==> config.mk <==
export PLATFORM = sky130hd
export DESIGN_NAME = annexb_nal_boundary_scanner_unit_flat
export DESIGN_NICKNAME = d
export VERILOG_FILES = /design/src/hw/rtl/anbs_pkg.sv /design/src/hw/rtl/anbs_if.sv /design/src/hw/rtl/anbs_front.sv /design/src/hw/rtl/anbs_queue.sv /design/src/hw/rtl/anbs_back.sv /design/src/hw/rtl/annexb_nal_boundary_scanner_unit.sv /design/src/flat_wrapper.sv
export SDC_FILE = /design/constraint.sdc
export NUM_CORES = 1
export LEC_CHECK = 0
export ABC_CLOCK_PERIOD_IN_PS = 23700
export BUFFER_PORTS_ARGS = -buffer_cell sky130_fd_sc_hd__buf_2
export CORE_UTILIZATION = 55
export DETAILED_ROUTE_END_ITERATION = 8
export HOLD_SLACK_MARGIN = 0.03
export PLACE_DENSITY = 0.78
export SKIP_CTS_REPAIR_TIMING = 1
export SLEW_MARGIN = 20
export SYNTH_ARGS = -nofsm -noshare
export SYNTH_HDL_FRONTEND = slang
export SYNTH_SLANG_ARGS = --single-unit
==> constraint.sdc <==
create_clock -name clk_i -period 23.7 [get_ports clk_i]
set_input_delay 0 -clock clk_i [delete_from_list [all_inputs] [get_ports clk_i]]
set_output_delay 0 -clock clk_i [all_outputs]
set_load 0.01 [all_outputs]
==> src/hw/rtl/anbs_pkg.sv <==
// Shared types and constants of the Annex B NAL boundary scanner.
`timescale 1ns / 1ps
package anbs_pkg;

  localparam logic [15:0] HeaderSkipRst  = 16'd52;
  localparam logic [21:0] BufferBytesRst = 22'd1048628;
  localparam logic [9:0]  MaxUnitsRst    = 10'd512;
  localparam logic [23:0] RecentRst      = 24'hFFFFFF;
  localparam logic [7:0]  TypeMask       = 8'h1F;
  localparam logic [7:0]  StartByte      = 8'h01;

  // Record queue depth, a power of two.
  localparam int unsigned QueueDepth = 2;

  typedef enum logic [1:0] {
    REG_HEADER_SKIP  = 2'd0,
    REG_BUFFER_BYTES = 2'd1,
    REG_MAX_UNITS    = 2'd2
  } cfg_reg_e;

  // Raw record from the scanner; the end is trimmed in the back part.
  typedef struct packed {
    logic [20:0] unit_start;
    logic [21:0] payload_start;
    logic [21:0] last_nonzero_end;
    logic [4:0]  unit_type;
    logic        unit_present;
    logic        is_final;
    logic [9:0]  unit_count;
  } rec_t;

  typedef struct packed {
    logic push;
    rec_t rec;
  } q_wr_t;

  typedef struct packed {
    logic valid;
    rec_t rec;
  } q_rd_t;

endpackage

==> src/hw/rtl/anbs_if.sv <==
// Channel interfaces of the Annex B NAL boundary scanner.
`timescale 1ns / 1ps
interface anbs_in_if;
  logic       valid;
  logic       ready;
  logic [7:0] data_byte;

  modport source (output valid, output data_byte, input ready);
  modport sink (input valid, input data_byte, output ready);
  modport mon (input valid, input data_byte, input ready);
endinterface

interface anbs_out_if;
  logic        valid;
  logic        ready;
  logic [20:0] unit_start;
  logic [21:0] payload_start;
  logic [21:0] unit_end;
  logic [4:0]  unit_type;
  logic        unit_present;
  logic        is_final;
  logic [9:0]  unit_count;

  modport source (output valid, output unit_start, output payload_start, output unit_end,
                  output unit_type, output unit_present, output is_final,
                  output unit_count, input ready);
  modport sink (input valid, input unit_start, input payload_start, input unit_end,
                input unit_type, input unit_present, input is_final,
                input unit_count, output ready);
  modport mon (input valid, input unit_start, input payload_start, input unit_end,
               input unit_type, input unit_present, input is_final,
               input unit_count, input ready);
endinterface

interface anbs_cfg_if;
  logic        valid;
  logic        ready;
  logic [1:0]  addr;
  logic [21:0] wdata;

  modport source (output valid, output addr, output wdata, input ready);
  modport sink (input valid, input addr, input wdata, output ready);
  modport mon (input valid, input addr, input wdata, input ready);
endinterface

==> src/hw/rtl/anbs_front.sv <==
// Scanner front: config registers, start code detection, unit tracking.
`timescale 1ns / 1ps
module anbs_front #(
  parameter int unsigned ADDR_BITS = 21,
  parameter int unsigned MAX_UNITS = 512
) (
  input  logic                 clk_i,
  input  logic                 rst_ni,
  anbs_cfg_if.sink             cfg_i,
  anbs_in_if.sink              in_i,
  input  logic                 full_i,
  output anbs_pkg::q_wr_t      wr_o
);

  // Positions never exceed 22 bits since buffer_bytes is 22 bits wide.
  localparam int unsigned PW = (ADDR_BITS < 22) ? ADDR_BITS : 22;
  localparam int unsigned UW = $clog2(MAX_UNITS + 1);
  localparam int unsigned LW = (UW > 10) ? UW : 10;
  localparam logic [22:0] Span = 23'(1) << PW;

  logic [15:0]   hdr_skip_q;
  logic [21:0]   buf_bytes_q;
  logic [9:0]    max_units_q;

  logic [PW-1:0] pos_q, pos_d;
  logic [23:0]   recent_q, recent_d;
  logic [PW-1:0] ustart_q, ustart_d;
  logic [PW-1:0] pay_q, pay_d;
  logic [PW:0]   lne_q, lne_d;
  logic [4:0]    type_q, type_d;
  logic          open_q, open_d;
  logic [UW-1:0] cnt_q, cnt_d;

  logic          accept;
  logic [7:0]    b;
  logic [22:0]   n_cap, n_eff;
  logic [23:0]   n24, p24, hs24, pay24;
  logic [LW-1:0] limit, cnt_ext;
  logic          room, ok4, ok3, found, last;
  logic [PW-1:0] code_at;
  logic [4:0]    type_cur;
  logic [22:0]   start_ext, pay_ext, lne_ext;
  logic [PW-1:0] rec_start, rec_pay;
  logic [PW:0]   rec_lne;
  logic [UW-1:0] rec_cnt;

  assign cfg_i.ready = 1'b1;
  assign in_i.ready  = !full_i;
  assign accept      = in_i.valid && in_i.ready;
  assign b           = in_i.data_byte;

  always_ff @(posedge clk_i or negedge rst_ni) begin
    if (!rst_ni) begin
      hdr_skip_q  <= anbs_pkg::HeaderSkipRst;
      buf_bytes_q <= anbs_pkg::BufferBytesRst;
      max_units_q <= anbs_pkg::MaxUnitsRst;
    end else if (cfg_i.valid) begin
      case (anbs_pkg::cfg_reg_e'(cfg_i.addr))
        anbs_pkg::REG_HEADER_SKIP:  hdr_skip_q  <= cfg_i.wdata[15:0];
        anbs_pkg::REG_BUFFER_BYTES: buf_bytes_q <= cfg_i.wdata;
        anbs_pkg::REG_MAX_UNITS:    max_units_q <= cfg_i.wdata[9:0];
        default: ;
      endcase
    end
  end

  // Effective length: capped at the position span, never below one.
  always_comb begin
    n_cap = ({1'b0, buf_bytes_q} > Span) ? Span : {1'b0, buf_bytes_q};
    n_eff = (n_cap == 23'd0) ? 23'd1 : n_cap;
  end

  assign n24     = {1'b0, n_eff};
  assign p24     = 24'(pos_q);
  assign hs24    = 24'(hdr_skip_q);
  assign pay24   = 24'(pay_q);
  assign cnt_ext = LW'(cnt_q);
  assign limit   = (LW'(max_units_q) < LW'(MAX_UNITS)) ? LW'(max_units_q) : LW'(MAX_UNITS);
  assign room    = cnt_ext < limit;
  assign last    = (p24 + 24'd1) >= n24;

  // Four-byte code begins at p-3, three-byte code at p-2.
  always_comb begin
    ok4 = (b == anbs_pkg::StartByte) && (p24 >= 24'd3) && (recent_q == 24'd0)
          && (p24 >= hs24 + 24'd3) && !(open_q && (p24 <= pay24 + 24'd3))
          && (p24 + 24'd2 < n24) && room;
    ok3 = (b == anbs_pkg::StartByte) && (p24 >= 24'd2) && (recent_q[15:0] == 16'd0)
          && (p24 >= hs24 + 24'd2) && !(open_q && (p24 <= pay24 + 24'd2))
          && (p24 + 24'd3 < n24) && room;
    found   = ok4 || ok3;
    code_at = ok4 ? (pos_q - PW'(3)) : (pos_q - PW'(2));
  end

  // The header byte lands at the payload offset.
  assign type_cur = (open_q && (pos_q == pay_q)) ? 5'(b & anbs_pkg::TypeMask) : type_q;

  always_comb begin
    ustart_d = found ? code_at : ustart_q;
    pay_d    = found ? (pos_q + PW'(1)) : pay_q;
    type_d   = found ? 5'd0 : type_cur;
    open_d   = open_q || found;
    cnt_d    = found ? (cnt_q + UW'(1)) : cnt_q;
    lne_d    = (b != 8'd0) ? ((PW+1)'(pos_q) + (PW+1)'(1)) : lne_q;
    recent_d = {recent_q[15:0], b};
    pos_d    = pos_q + PW'(1);
  end

  always_ff @(posedge clk_i or negedge rst_ni) begin
    if (!rst_ni) begin
      pos_q    <= '0;
      recent_q <= anbs_pkg::RecentRst;
      ustart_q <= '0;
      pay_q    <= '0;
      lne_q    <= '0;
      type_q   <= '0;
      open_q   <= 1'b0;
      cnt_q    <= '0;
    end else if (accept) begin
      if (last) begin
        pos_q    <= '0;
        recent_q <= anbs_pkg::RecentRst;
        ustart_q <= '0;
        pay_q    <= '0;
        lne_q    <= '0;
        type_q   <= '0;
        open_q   <= 1'b0;
        cnt_q    <= '0;
      end else begin
        pos_q    <= pos_d;
        recent_q <= recent_d;
        ustart_q <= ustart_d;
        pay_q    <= pay_d;
        lne_q    <= lne_d;
        type_q   <= type_d;
        open_q   <= open_d;
        cnt_q    <= cnt_d;
      end
    end
  end

  // Final record wins over a closing record of the same byte.
  always_comb begin
    rec_start = last ? ustart_d : ustart_q;
    rec_pay   = last ? pay_d : pay_q;
    rec_lne   = last ? lne_d : lne_q;
    rec_cnt   = last ? cnt_d : cnt_q;
    start_ext = 23'(rec_start);
    pay_ext   = 23'(rec_pay);
    lne_ext   = 23'(rec_lne);
    wr_o.push                 = accept && (last || (found && open_q));
    wr_o.rec.unit_start       = start_ext[20:0];
    wr_o.rec.payload_start    = pay_ext[21:0];
    wr_o.rec.last_nonzero_end = lne_ext[21:0];
    wr_o.rec.unit_type        = last ? type_d : type_cur;
    wr_o.rec.unit_present     = last ? open_d : 1'b1;
    wr_o.rec.is_final         = last;
    wr_o.rec.unit_count       = 10'(rec_cnt);
  end

endmodule

==> src/hw/rtl/anbs_queue.sv <==
// Short record queue between scanner front and output back.
`timescale 1ns / 1ps
module anbs_queue (
  input  logic            clk_i,
  input  logic            rst_ni,
  input  anbs_pkg::q_wr_t wr_i,
  output logic            full_o,
  output anbs_pkg::q_rd_t rd_o,
  input  logic            pop_i
);

  localparam int unsigned PtrW = (anbs_pkg::QueueDepth > 1) ? $clog2(anbs_pkg::QueueDepth) : 1;

  anbs_pkg::rec_t mem_q [anbs_pkg::QueueDepth];
  logic [PtrW-1:0] wr_ptr_q, rd_ptr_q;
  logic [PtrW:0]   cnt_q;
  logic            do_push, do_pop;

  assign full_o    = (cnt_q == (PtrW+1)'(anbs_pkg::QueueDepth));
  assign do_push   = wr_i.push && !full_o;
  assign do_pop    = pop_i && (cnt_q != '0);
  assign rd_o.valid = (cnt_q != '0);
  assign rd_o.rec   = mem_q[rd_ptr_q];

  always_ff @(posedge clk_i) begin
    if (do_push) begin
      mem_q[wr_ptr_q] <= wr_i.rec;
    end
  end

  always_ff @(posedge clk_i or negedge rst_ni) begin
    if (!rst_ni) begin
      wr_ptr_q <= '0;
      rd_ptr_q <= '0;
      cnt_q    <= '0;
    end else begin
      if (do_push) begin
        wr_ptr_q <= wr_ptr_q + PtrW'(1);
      end
      if (do_pop) begin
        rd_ptr_q <= rd_ptr_q + PtrW'(1);
      end
      case ({do_push, do_pop})
        2'b10:   cnt_q <= cnt_q + (PtrW+1)'(1);
        2'b01:   cnt_q <= cnt_q - (PtrW+1)'(1);
        default: cnt_q <= cnt_q;
      endcase
    end
  end

endmodule

==> src/hw/rtl/anbs_back.sv <==
// Output back: trims unit end and holds the record for the sink.
`timescale 1ns / 1ps
module anbs_back (
  input  logic            clk_i,
  input  logic            rst_ni,
  input  anbs_pkg::q_rd_t rd_i,
  output logic            pop_o,
  anbs_out_if.source      out_o
);

  logic        valid_q;
  logic [21:0] end_d;
  logic [20:0] start_q;
  logic [21:0] pay_q, end_q;
  logic [4:0]  type_q;
  logic        present_q, final_q;
  logic [9:0]  cnt_q;

  assign pop_o = rd_i.valid && (!valid_q || out_o.ready);

  // Trailing zeros never pull the end below the payload offset.
  always_comb begin
    if (!rd_i.rec.unit_present) begin
      end_d = '0;
    end else if (rd_i.rec.last_nonzero_end < rd_i.rec.payload_start) begin
      end_d = rd_i.rec.payload_start;
    end else begin
      end_d = rd_i.rec.last_nonzero_end;
    end
  end

  always_ff @(posedge clk_i or negedge rst_ni) begin
    if (!rst_ni) begin
      valid_q <= 1'b0;
    end else if (pop_o) begin
      valid_q <= 1'b1;
    end else if (out_o.ready) begin
      valid_q <= 1'b0;
    end
  end

  always_ff @(posedge clk_i) begin
    if (pop_o) begin
      start_q   <= rd_i.rec.unit_start;
      pay_q     <= rd_i.rec.payload_start;
      end_q     <= end_d;
      type_q    <= rd_i.rec.unit_type;
      present_q <= rd_i.rec.unit_present;
      final_q   <= rd_i.rec.is_final;
      cnt_q     <= rd_i.rec.unit_count;
    end
  end

  assign out_o.valid         = valid_q;
  assign out_o.unit_start    = start_q;
  assign out_o.payload_start = pay_q;
  assign out_o.unit_end      = end_q;
  assign out_o.unit_type     = type_q;
  assign out_o.unit_present  = present_q;
  assign out_o.is_final      = final_q;
  assign out_o.unit_count    = cnt_q;

endmodule

==> src/hw/rtl/annexb_nal_boundary_scanner_unit.sv <==
// Top level of the Annex B NAL boundary scanner.
//
//   channel | dir | payload                                   | accepted when
//   --------+-----+-------------------------------------------+-------------------------
//   cfg_i   | in  | addr (register index), wdata              | cfg_i.valid & cfg_i.ready
//   in_i    | in  | data_byte                                 | in_i.valid & in_i.ready
//   out_o   | out | unit_start, payload_start, unit_end,      | out_o.valid & out_o.ready
//           |     | unit_type, unit_present, is_final, count  |
//
// One byte per clock, unless stalled; the front does all detection in that cycle.
// A record reaches out_o through the record queue and then the output register.
// Reset loads register defaults and clears scan state at once; there is no clearing pass.
// in_i.ready drops only while the two-entry record queue is full; out_o holds under stall.
// cfg_i is always ready; write it only while no transaction is in flight.
`timescale 1ns / 1ps
module annexb_nal_boundary_scanner_unit #(
  parameter int unsigned ADDR_BITS = 21,
  parameter int unsigned MAX_UNITS = 512
) (
  input  logic        clk_i,
  input  logic        rst_ni,
  anbs_cfg_if.sink    cfg_i,
  anbs_in_if.sink     in_i,
  anbs_out_if.source  out_o
);

  anbs_pkg::q_wr_t q_wr;
  anbs_pkg::q_rd_t q_rd;
  logic            q_full;
  logic            q_pop;

  // Front: classify each byte, track the open unit, push records.
  anbs_front #(
    .ADDR_BITS (ADDR_BITS),
    .MAX_UNITS (MAX_UNITS)
  ) u_front (
    .clk_i  (clk_i),
    .rst_ni (rst_ni),
    .cfg_i  (cfg_i),
    .in_i   (in_i),
    .full_i (q_full),
    .wr_o   (q_wr)
  );

  // Queue: decouple front and back so either may stall alone.
  anbs_queue u_queue (
    .clk_i  (clk_i),
    .rst_ni (rst_ni),
    .wr_i   (q_wr),
    .full_o (q_full),
    .rd_o   (q_rd),
    .pop_i  (q_pop)
  );

  // Back: trim the unit end and present the record transaction.
  anbs_back u_back (
    .clk_i  (clk_i),
    .rst_ni (rst_ni),
    .rd_i   (q_rd),
    .pop_o  (q_pop),
    .out_o  (out_o)
  );

endmodule

==> src/flat_wrapper.sv <==
// flat-port wrapper written by rule: the top's interface ports become plain ports
module annexb_nal_boundary_scanner_unit_flat 
#(
  parameter int unsigned ADDR_BITS = 21,
  parameter int unsigned MAX_UNITS = 512
)
  (clk_i, rst_ni, cfg_i_valid, cfg_i_addr, cfg_i_wdata, cfg_i_ready, in_i_valid, in_i_data_byte, in_i_ready, out_o_valid, out_o_unit_start, out_o_payload_start, out_o_unit_end, out_o_unit_type, out_o_unit_present, out_o_is_final, out_o_unit_count, out_o_ready);
  anbs_cfg_if cfg_i_i ();
  anbs_in_if in_i_i ();
  anbs_out_if out_o_i ();
  input  logic clk_i;
  input  logic rst_ni;
  input wire logic [$bits(cfg_i_i.valid)-1:0] cfg_i_valid;
  input wire logic [$bits(cfg_i_i.addr)-1:0] cfg_i_addr;
  input wire logic [$bits(cfg_i_i.wdata)-1:0] cfg_i_wdata;
  output wire logic [$bits(cfg_i_i.ready)-1:0] cfg_i_ready;
  input wire logic [$bits(in_i_i.valid)-1:0] in_i_valid;
  input wire logic [$bits(in_i_i.data_byte)-1:0] in_i_data_byte;
  output wire logic [$bits(in_i_i.ready)-1:0] in_i_ready;
  output wire logic [$bits(out_o_i.valid)-1:0] out_o_valid;
  output wire logic [$bits(out_o_i.unit_start)-1:0] out_o_unit_start;
  output wire logic [$bits(out_o_i.payload_start)-1:0] out_o_payload_start;
  output wire logic [$bits(out_o_i.unit_end)-1:0] out_o_unit_end;
  output wire logic [$bits(out_o_i.unit_type)-1:0] out_o_unit_type;
  output wire logic [$bits(out_o_i.unit_present)-1:0] out_o_unit_present;
  output wire logic [$bits(out_o_i.is_final)-1:0] out_o_is_final;
  output wire logic [$bits(out_o_i.unit_count)-1:0] out_o_unit_count;
  input wire logic [$bits(out_o_i.ready)-1:0] out_o_ready;
  assign cfg_i_i.valid = cfg_i_valid;
  assign cfg_i_i.addr = cfg_i_addr;
  assign cfg_i_i.wdata = cfg_i_wdata;
  assign cfg_i_ready = cfg_i_i.ready;
  assign in_i_i.valid = in_i_valid;
  assign in_i_i.data_byte = in_i_data_byte;
  assign in_i_ready = in_i_i.ready;
  assign out_o_valid = out_o_i.valid;
  assign out_o_unit_start = out_o_i.unit_start;
  assign out_o_payload_start = out_o_i.payload_start;
  assign out_o_unit_end = out_o_i.unit_end;
  assign out_o_unit_type = out_o_i.unit_type;
  assign out_o_unit_present = out_o_i.unit_present;
  assign out_o_is_final = out_o_i.is_final;
  assign out_o_unit_count = out_o_i.unit_count;
  assign out_o_i.ready = out_o_ready;
  annexb_nal_boundary_scanner_unit #(.ADDR_BITS(ADDR_BITS), .MAX_UNITS(MAX_UNITS)) u_core (.clk_i(clk_i), .rst_ni(rst_ni), .cfg_i(cfg_i_i), .in_i(in_i_i), .out_o(out_o_i));
endmodule
==> results of run 1 <==
## through the flow
step | util (%) | setup WS (ns) | instances
final | 62.4 | 17.01 | 2920
after detailed placement | 58.2 | 17.02 | 2805
after CTS | 61.6 | 16.97 | 2886
after global routing | 62.4 | 16.66 | 2920
after global placement | 58.2 | 17.40 | 2805
after floorplan | - | 15.65 | 2208
## cell families after synthesis
logic type,count (synthesis),synth area share [%]
flip-flops,421,49.1
buffers and inverters,217,3.53
AO/OA/AOI/OAI,388,10.7
adder cells (fa/ha/maj),185,9.65
AND/OR/NAND/NOR,670,13.6
other,2,0.0313
XOR/XNOR,171,6.24
multiplexers,154,7.17
## registers in the layout, indices dropped and copies added (netlist names), 22 cells and up
| signal | flops |
|---|---|
| u_core.u_back.out_o.unit_end | 22 |
| u_core.u_front.buf_bytes_q | 22 |
| u_core.u_front.lne_q | 22 |
| u_core.u_front.recent_q | 24 |
| u_core.u_queue.mem_q | 162 |
## synth_stat cells, drive strengths merged, types with 28 or more instances
cell type  count
nand3         90
mux2i         51
edfxtp       243
dfstp         32
nor2         113
xor2          79
o21ai        142
dfrtp        146
nor4          28
a21oi         62
xnor2         92
and3          37
o31ai         30
ha           185
nand4         36
mux2         103
nand2        241
clkbuf       107
inv           83
## routing by layer
layer	share of wire, %	track usage [%]
met1	42	39.9
met2	45	44.6
met3	8.4	5.43
met4	4.6	12.7
met5	0.017	0
## worst paths after layout
path,start,end,depth (start not counted)
worst max register to register,u_core.u_front.pos_q[3]$_DFFE_PN0P_,u_core.u_queue.mem_q[0][22]$_DFFE_PP_,16
min in group asynchronous,rst_ni,u_core.u_front.max_units_q[7]$_DFFE_PN0P_,2
worst max-delay path,u_core.u_front.pos_q[3]$_DFFE_PN0P_,u_core.u_queue.mem_q[0][22]$_DFFE_PP_,16
max in group asynchronous,rst_ni,u_core.u_queue.rd_ptr_q$_DFFE_PN0P_,3
worst min-delay path,in_i_valid,u_core.u_front.recent_q[21]$_DFFE_PN1P_,5
worst min register to register,u_core.u_front.recent_q[18]$_DFFE_PN1P_,u_core.u_front.recent_q[18]$_DFFE_PN1P_,2
## power breakdown
group | total (mW) | internal, mW | switching [mW] | leakage (nW)
clock network | 0.693 | 0.399 | 0.294 | 0.708
logic | 0.887 | 0.339 | 0.549 | 6.19
registers | 1.03 | 0.936 | 0.0982 | 4.57
## layout make-up
cell class                      instances  area [um2]  area share (%)
Clock buffer                           56        1180            4.38
Clock inverter                         25         277            1.03
Inverter                               84         315            1.17
Multi-Input combinational cell       1570       11400            42.6
Sequential cell                       421       11800            43.9
Tap cell                              585         732            2.72
Timing Repair Buffer                  179        1140            4.24
## worst max-delay path: stages (launching register included)
cell and delay, ns:
dfrtp_1 0.94, and3_1 0.42, and3_1 0.37, nand3_1 0.24, nor3_1 0.32, xor2_1 0.36, ha_1 0.33, and4_1 0.27
a21oi_1 0.25, a21oi_1 0.17, nor3b_1 0.25, nand3_1 0.20, o32ai_1 0.33, buf_4 0.25, a31oi_1 0.28, nor2_4 0.44
buf_4 0.74
==> run_results.csv, run 1 <==
group,metric,value,unit
run_status,status,"finished clean",
yosys,synth_fp_nets,2430,
power_and_ir_drop,leakagePower,11.5,nW
timing,fin_crit_sh,28.2,%
finish,mostFrequentLayoutCells,"edfxtp_1 (243), nand2_1 (239), ha_1 (185)",
finish,drive_gt1_share,15.7,%
clock_tree,cts_tree,"built",
critical_path,worstSetupPathType,"reg -> reg",
clock_tree,cts_max_path_buffers,3,
timing,hold_viol,0,
timing,slew_viol_final,0,
critical_path,cp_max_fo,68,
finish,fin_area,26900,um2
timing,tns,0,ns
job,cap_violations,0,
finish,nFillCells,3400,
power_and_ir_drop,cellPowerDensity,97.3,nW/um2
routing,routedWlPerCell,21.9,um
clock_tree,clkTransAtPathRegs,0.07,ns
die,core_area,43100,um2
critical_path,worstPathRequired,23.91,ns
yosys,postSynthCellCount,2208,
routing,wl,64.0,mm
timing,relSlewSlack,23.6,%
routing,drc,0,
yosys,synth_area_per_cell,10.9,um2
die,die_x,211,um
routing,detail-route-antenna-nets,0,
placed_design,dp_hpwl,45.8,mm
timing,fin_crit,6.69,ns
clock_tree,cts_buffers,44,
timing,finalClockSkew,0.0362,ns
timing,fmax,149,MHz
routing,via_count,18000,
die,die_height,211,um
critical_path,rrSetupSlack,17.01,ns
power_and_ir_drop,peakVddDrop,70.0,uV
clock_tree,clk_latency,0.61,ns
critical_path,critPathLaunchType,"register",
finish,diodes,0,
yosys,seq_area_frac_synth,49.1,%
global_route,track_usage,28.9,%
placed_design,placedInstanceArea,25100,um2
yosys,synthDistinctLibCells,71,
hold_path,hold_class,"in -> reg",
yosys,syn_area,24000,um2
die,rows,76,
yosys,synth-edff-count,243,
finish,layout_commonest_cell,"edfxtp_1",
yosys,synth_top_cell_area_share,30.4,%
yosys,ys_top_cells_by_area,"edfxtp_1 (30%), dfrtp_1 (15%), ha_1 (9.6%), mux2_2 (4.2%), nand2_1 (3.8%)",
global_route,grt_pass1_wl,99.0,mm
routing,drt_pass1_iterations,6,
timing,tightest_slew,1.14,ns
finish,synthToLayoutAreaGrowth,12.0,%
global_route,antenna_found_initial,1,
routing,drtIter0Drc,1838,
power_and_ir_drop,finalPower,2.61,mW
timing,setup_viol_count_final,0,
clock_tree,cts-root-buf,"clkbuf_16",
routing,via_per_inst,6.16,
yosys,synth_seq_cells,421,
global_route,overflow,0,
timing,rsz0062_at_grt,"no",
die,io_pins,122,
yosys,synth.yosys.warnings,0,
yosys,synth_ff_type,"edfxtp_1",
die,start_util,55.7,%
critical_path,critPathCaptureType,"register",
global_route,grt_max_degree,115,
placed_design,gp_congestion,0.997,
timing,whs,0.0649,ns
finish,layout.nets,2522,
clock_tree,ctsHtreeMaxLevel,2,
global_route,grt_pass1_vias,17300,
critical_path,cp.arrival,6.90,ns
placed_design,port_buffers,119,
clock_tree,cts_num_sinks,421,
die,die_area,44500,um2
yosys,yosys.area.top_type,"edfxtp_1",
yosys,async_flop_share,42.3,%
(Power assumes the default switching activity.)
==> inputs of run 2 (changes only) <==
Settings changed: ABC_CLOCK_PERIOD_IN_PS 23700 to 7000.
Clock period 23.7 ns to 7 ns, I/O delays scaled along.
==> run 2 against run 1 <==
  * Clock skew decreased by 0.0064 ns
  * Final cell count increased by 0.68%
  * Critical path type unchanged
  * Sequential share of layout area decreased by 0.31 points
  * Clock-buffer cell count increased by 1
  * Global-route usage increased by 0.15 points
  * Largest cell class unchanged
  * Critical endpoint is now u_core.u_queue.mem_q[0][48]$_DFFE_PP_
  * Die area unchanged
  * Via count increased by 0.28%
==> run_results.csv, run 2 (synthesized netlist as in run 1, its figures left out) <==
group,metric,value,unit
run_status,status,"finished clean",
finish,register_area,11800,um2
placed_design,placedInstanceArea,25200,um2
routing,detail-route-antenna-nets,0,
finish,drive_gt1_share,16.2,%
die,start_util,55.7,%
critical_path,cpPeakStageDelay,0.70,ns
timing,setup_slack,1.27,ns
finish,synthToLayoutAreaGrowth,12.8,%
finish,layout.nets,2541,
timing,finalClockSkew,0.0298,ns
clock_tree,cts-root-buf,"clkbuf_16",
power_and_ir_drop,power_switching_share,35.5,%
finish,top_register,"u_core.u_queue.mem_q",
global_route,overflow,0,
timing,fin_crit_sh,81.9,%
power_and_ir_drop,p_sw,3.14,mW
finish,nFillCells,3351,
critical_path,worstPathRequired,7.29,ns
critical_path,cp.arrival,6.02,ns
die,die_x,211,um
placed_design,gp_congestion,0.995,
timing,tns,0,ns
critical_path,critPathCaptureType,"register",
routing,via_per_inst,6.14,
global_route,grt_max_degree,113,
critical_path,crit_path_cell_trace,"ha_1 > and3_1 > nand2_1 > nor2_1 > and3_1 > xnor2_1 > inv_1 > ha_1 > nand4_1 > nor4_1 > a221oi_1 > o211ai_1 > a31o_2 > nor3b_1 > a41oi_4 > buf_4 > nand2_1 > o21ai_0",
power_and_ir_drop,clkPwrFrac,26.5,%
global_route,antenna_found_initial,0,
placed_design,dpl_worst_slack,1.37,ns
routing,drc,0,
timing,fin_crit,5.73,ns
finish,fin_area,27100,um2
timing,hold_viol,0,
critical_path,cp_max_fo,38,
timing,relSlewSlack,31.1,%
timing,slew_viol_final,0,
clock_tree,ctsHtreeMaxLevel,2,
power_and_ir_drop,peakVddDrop,238,uV
die,die_height,211,um
job,cap_violations,0,
finish,mostFrequentLayoutCells,"edfxtp_1 (243), nand2_1 (240), ha_1 (185)",
global_route,grt_pass1_vias,17400,
timing,whs,0.0761,ns
clock_tree,cts_tree,"built",
timing,fmax,174,MHz
finish,top_regs,"u_core.u_queue.mem_q (162), u_core.u_front.recent_q (24)",
timing,setup_viol_count_final,0,
power_and_ir_drop,leakagePower,11.6,nW
die,core_area,43100,um2
die,rows,76,
die,die_area,44500,um2
clock_tree,clkTransAtPathRegs,0.06,ns
routing,routedWlPerCell,21.9,um
clock_tree,cts_max_path_buffers,3,
timing,tightest_slew,1.03,ns
timing,rsz0062_at_grt,"no",
power_and_ir_drop,cellPowerDensity,327,nW/um2
critical_path,crit_slowest_cell,"dfrtp_1",
finish,multiInputGateArea,11400,um2
clock_tree,clk_latency,0.59,ns
power_and_ir_drop,p_int,5.72,mW
clock_tree,cts_buffers,44,
clock_tree,cts_num_sinks,421,
placed_design,port_buffers,119,
global_route,grt_pass1_wl,99.5,mm
power_and_ir_drop,combPwrFrac,34.3,%
finish,diodes,0,
critical_path,worstSetupPathType,"reg -> reg",
finish,layout_commonest_cell,"edfxtp_1",
power_and_ir_drop,finalPower,8.86,mW
global_route,track_usage,29.1,%
routing,wl,64.5,mm
routing,via_count,18000,
critical_path,critPathLaunchType,"register",
placed_design,dp_hpwl,46.0,mm
routing,drtIter0Drc,2013,
hold_path,hold_class,"in -> reg",
die,io_pins,122,
finish,largest_reg_flops,162,
power_and_ir_drop,seqPwrFrac,39.3,%
routing,drt_pass1_iterations,8,
[run 2: cell types whose count changed in the layout (fill, tap and decap cells not counted), sizes merged]
cell,delta
clkbuf,+1
buf,+19
inv,-1
clkinv,-1
bufinv,+1
clkinvlp,+1
[run 2: power groups by stage]
stage,combinational [mW],sequential (mW),clock [mW]
4_1_cts,2.97,3.47,2.38
3_3_place_gp,2.87,3.51,0
5_1_grt,3.31,3.53,2.48
6_report,3.03,3.48,2.34
3_5_place_dp,2.95,3.52,0
2_1_floorplan,1.93,3.52,0
[run 2: critical path: cells and delay by family (launching register included)]
kind | cells | cell delay, ns
and+or+nand+nor | 8 | 2.06
xor gates and xnor gates | 1 | 0.19
AOI/OAI and AO/OA | 5 | 1.12
DFF | 1 | 0.70
buffers and inverters | 2 | 0.50
adders and majority gates | 2 | 0.83
[run 2: final timing paths]
path                                                               from                                      end  slack, ns  cells after the start
worst max-delay path                u_core.u_front.pos_q[1]$_DFFE_PN0P_    u_core.u_queue.mem_q[0][48]$_DFFE_PP_       1.27                     18
max in group asynchronous                                        rst_ni      u_core.u_queue.rd_ptr_q$_DFFE_PN0P_       5.30                      3
worst min-delay path                                         in_i_valid   u_core.u_front.recent_q[6]$_DFFE_PN1P_       0.08                      5
worst min register to register  u_core.u_front.recent_q[23]$_DFFE_PN1P_  u_core.u_front.recent_q[23]$_DFFE_PN1P_       0.45                      2
worst max register to register      u_core.u_front.pos_q[1]$_DFFE_PN0P_    u_core.u_queue.mem_q[0][48]$_DFFE_PP_       1.27                     18
min in group asynchronous                                        rst_ni     u_core.u_front.type_q[1]$_DFFE_PN0P_       0.15                      2
[run 2: per-stage QoR]
stage / cells / utilization, %
6_report: 2940 / 62.8
5_1_grt: 2940 / 62.8
4_1_cts: 2905 / 62.0
3_5_place_dp: 2823 / 58.6
3_3_place_gp: 2823 / 58.5
2_1_floorplan: 2208 / -
[run 2: layer usage]
metal	global-route usage [%]	vias up	wire length, um
met2	46.0	828	29700
met5	0	-	0
met1	39.9	8761	27200
met4	11.8	0	2530
met3	4.80	152	5040
li1	-	8307	-
[run 2: area by class of cell]
type	instances	area share [%]
clock buffer	57	4.29
inverter	84	1.17
tap	585	2.70
timing repair buffer	198	4.91
sequential	421	43.6
multi-input combinational	1570	42.2
clock inverter	25	1.12
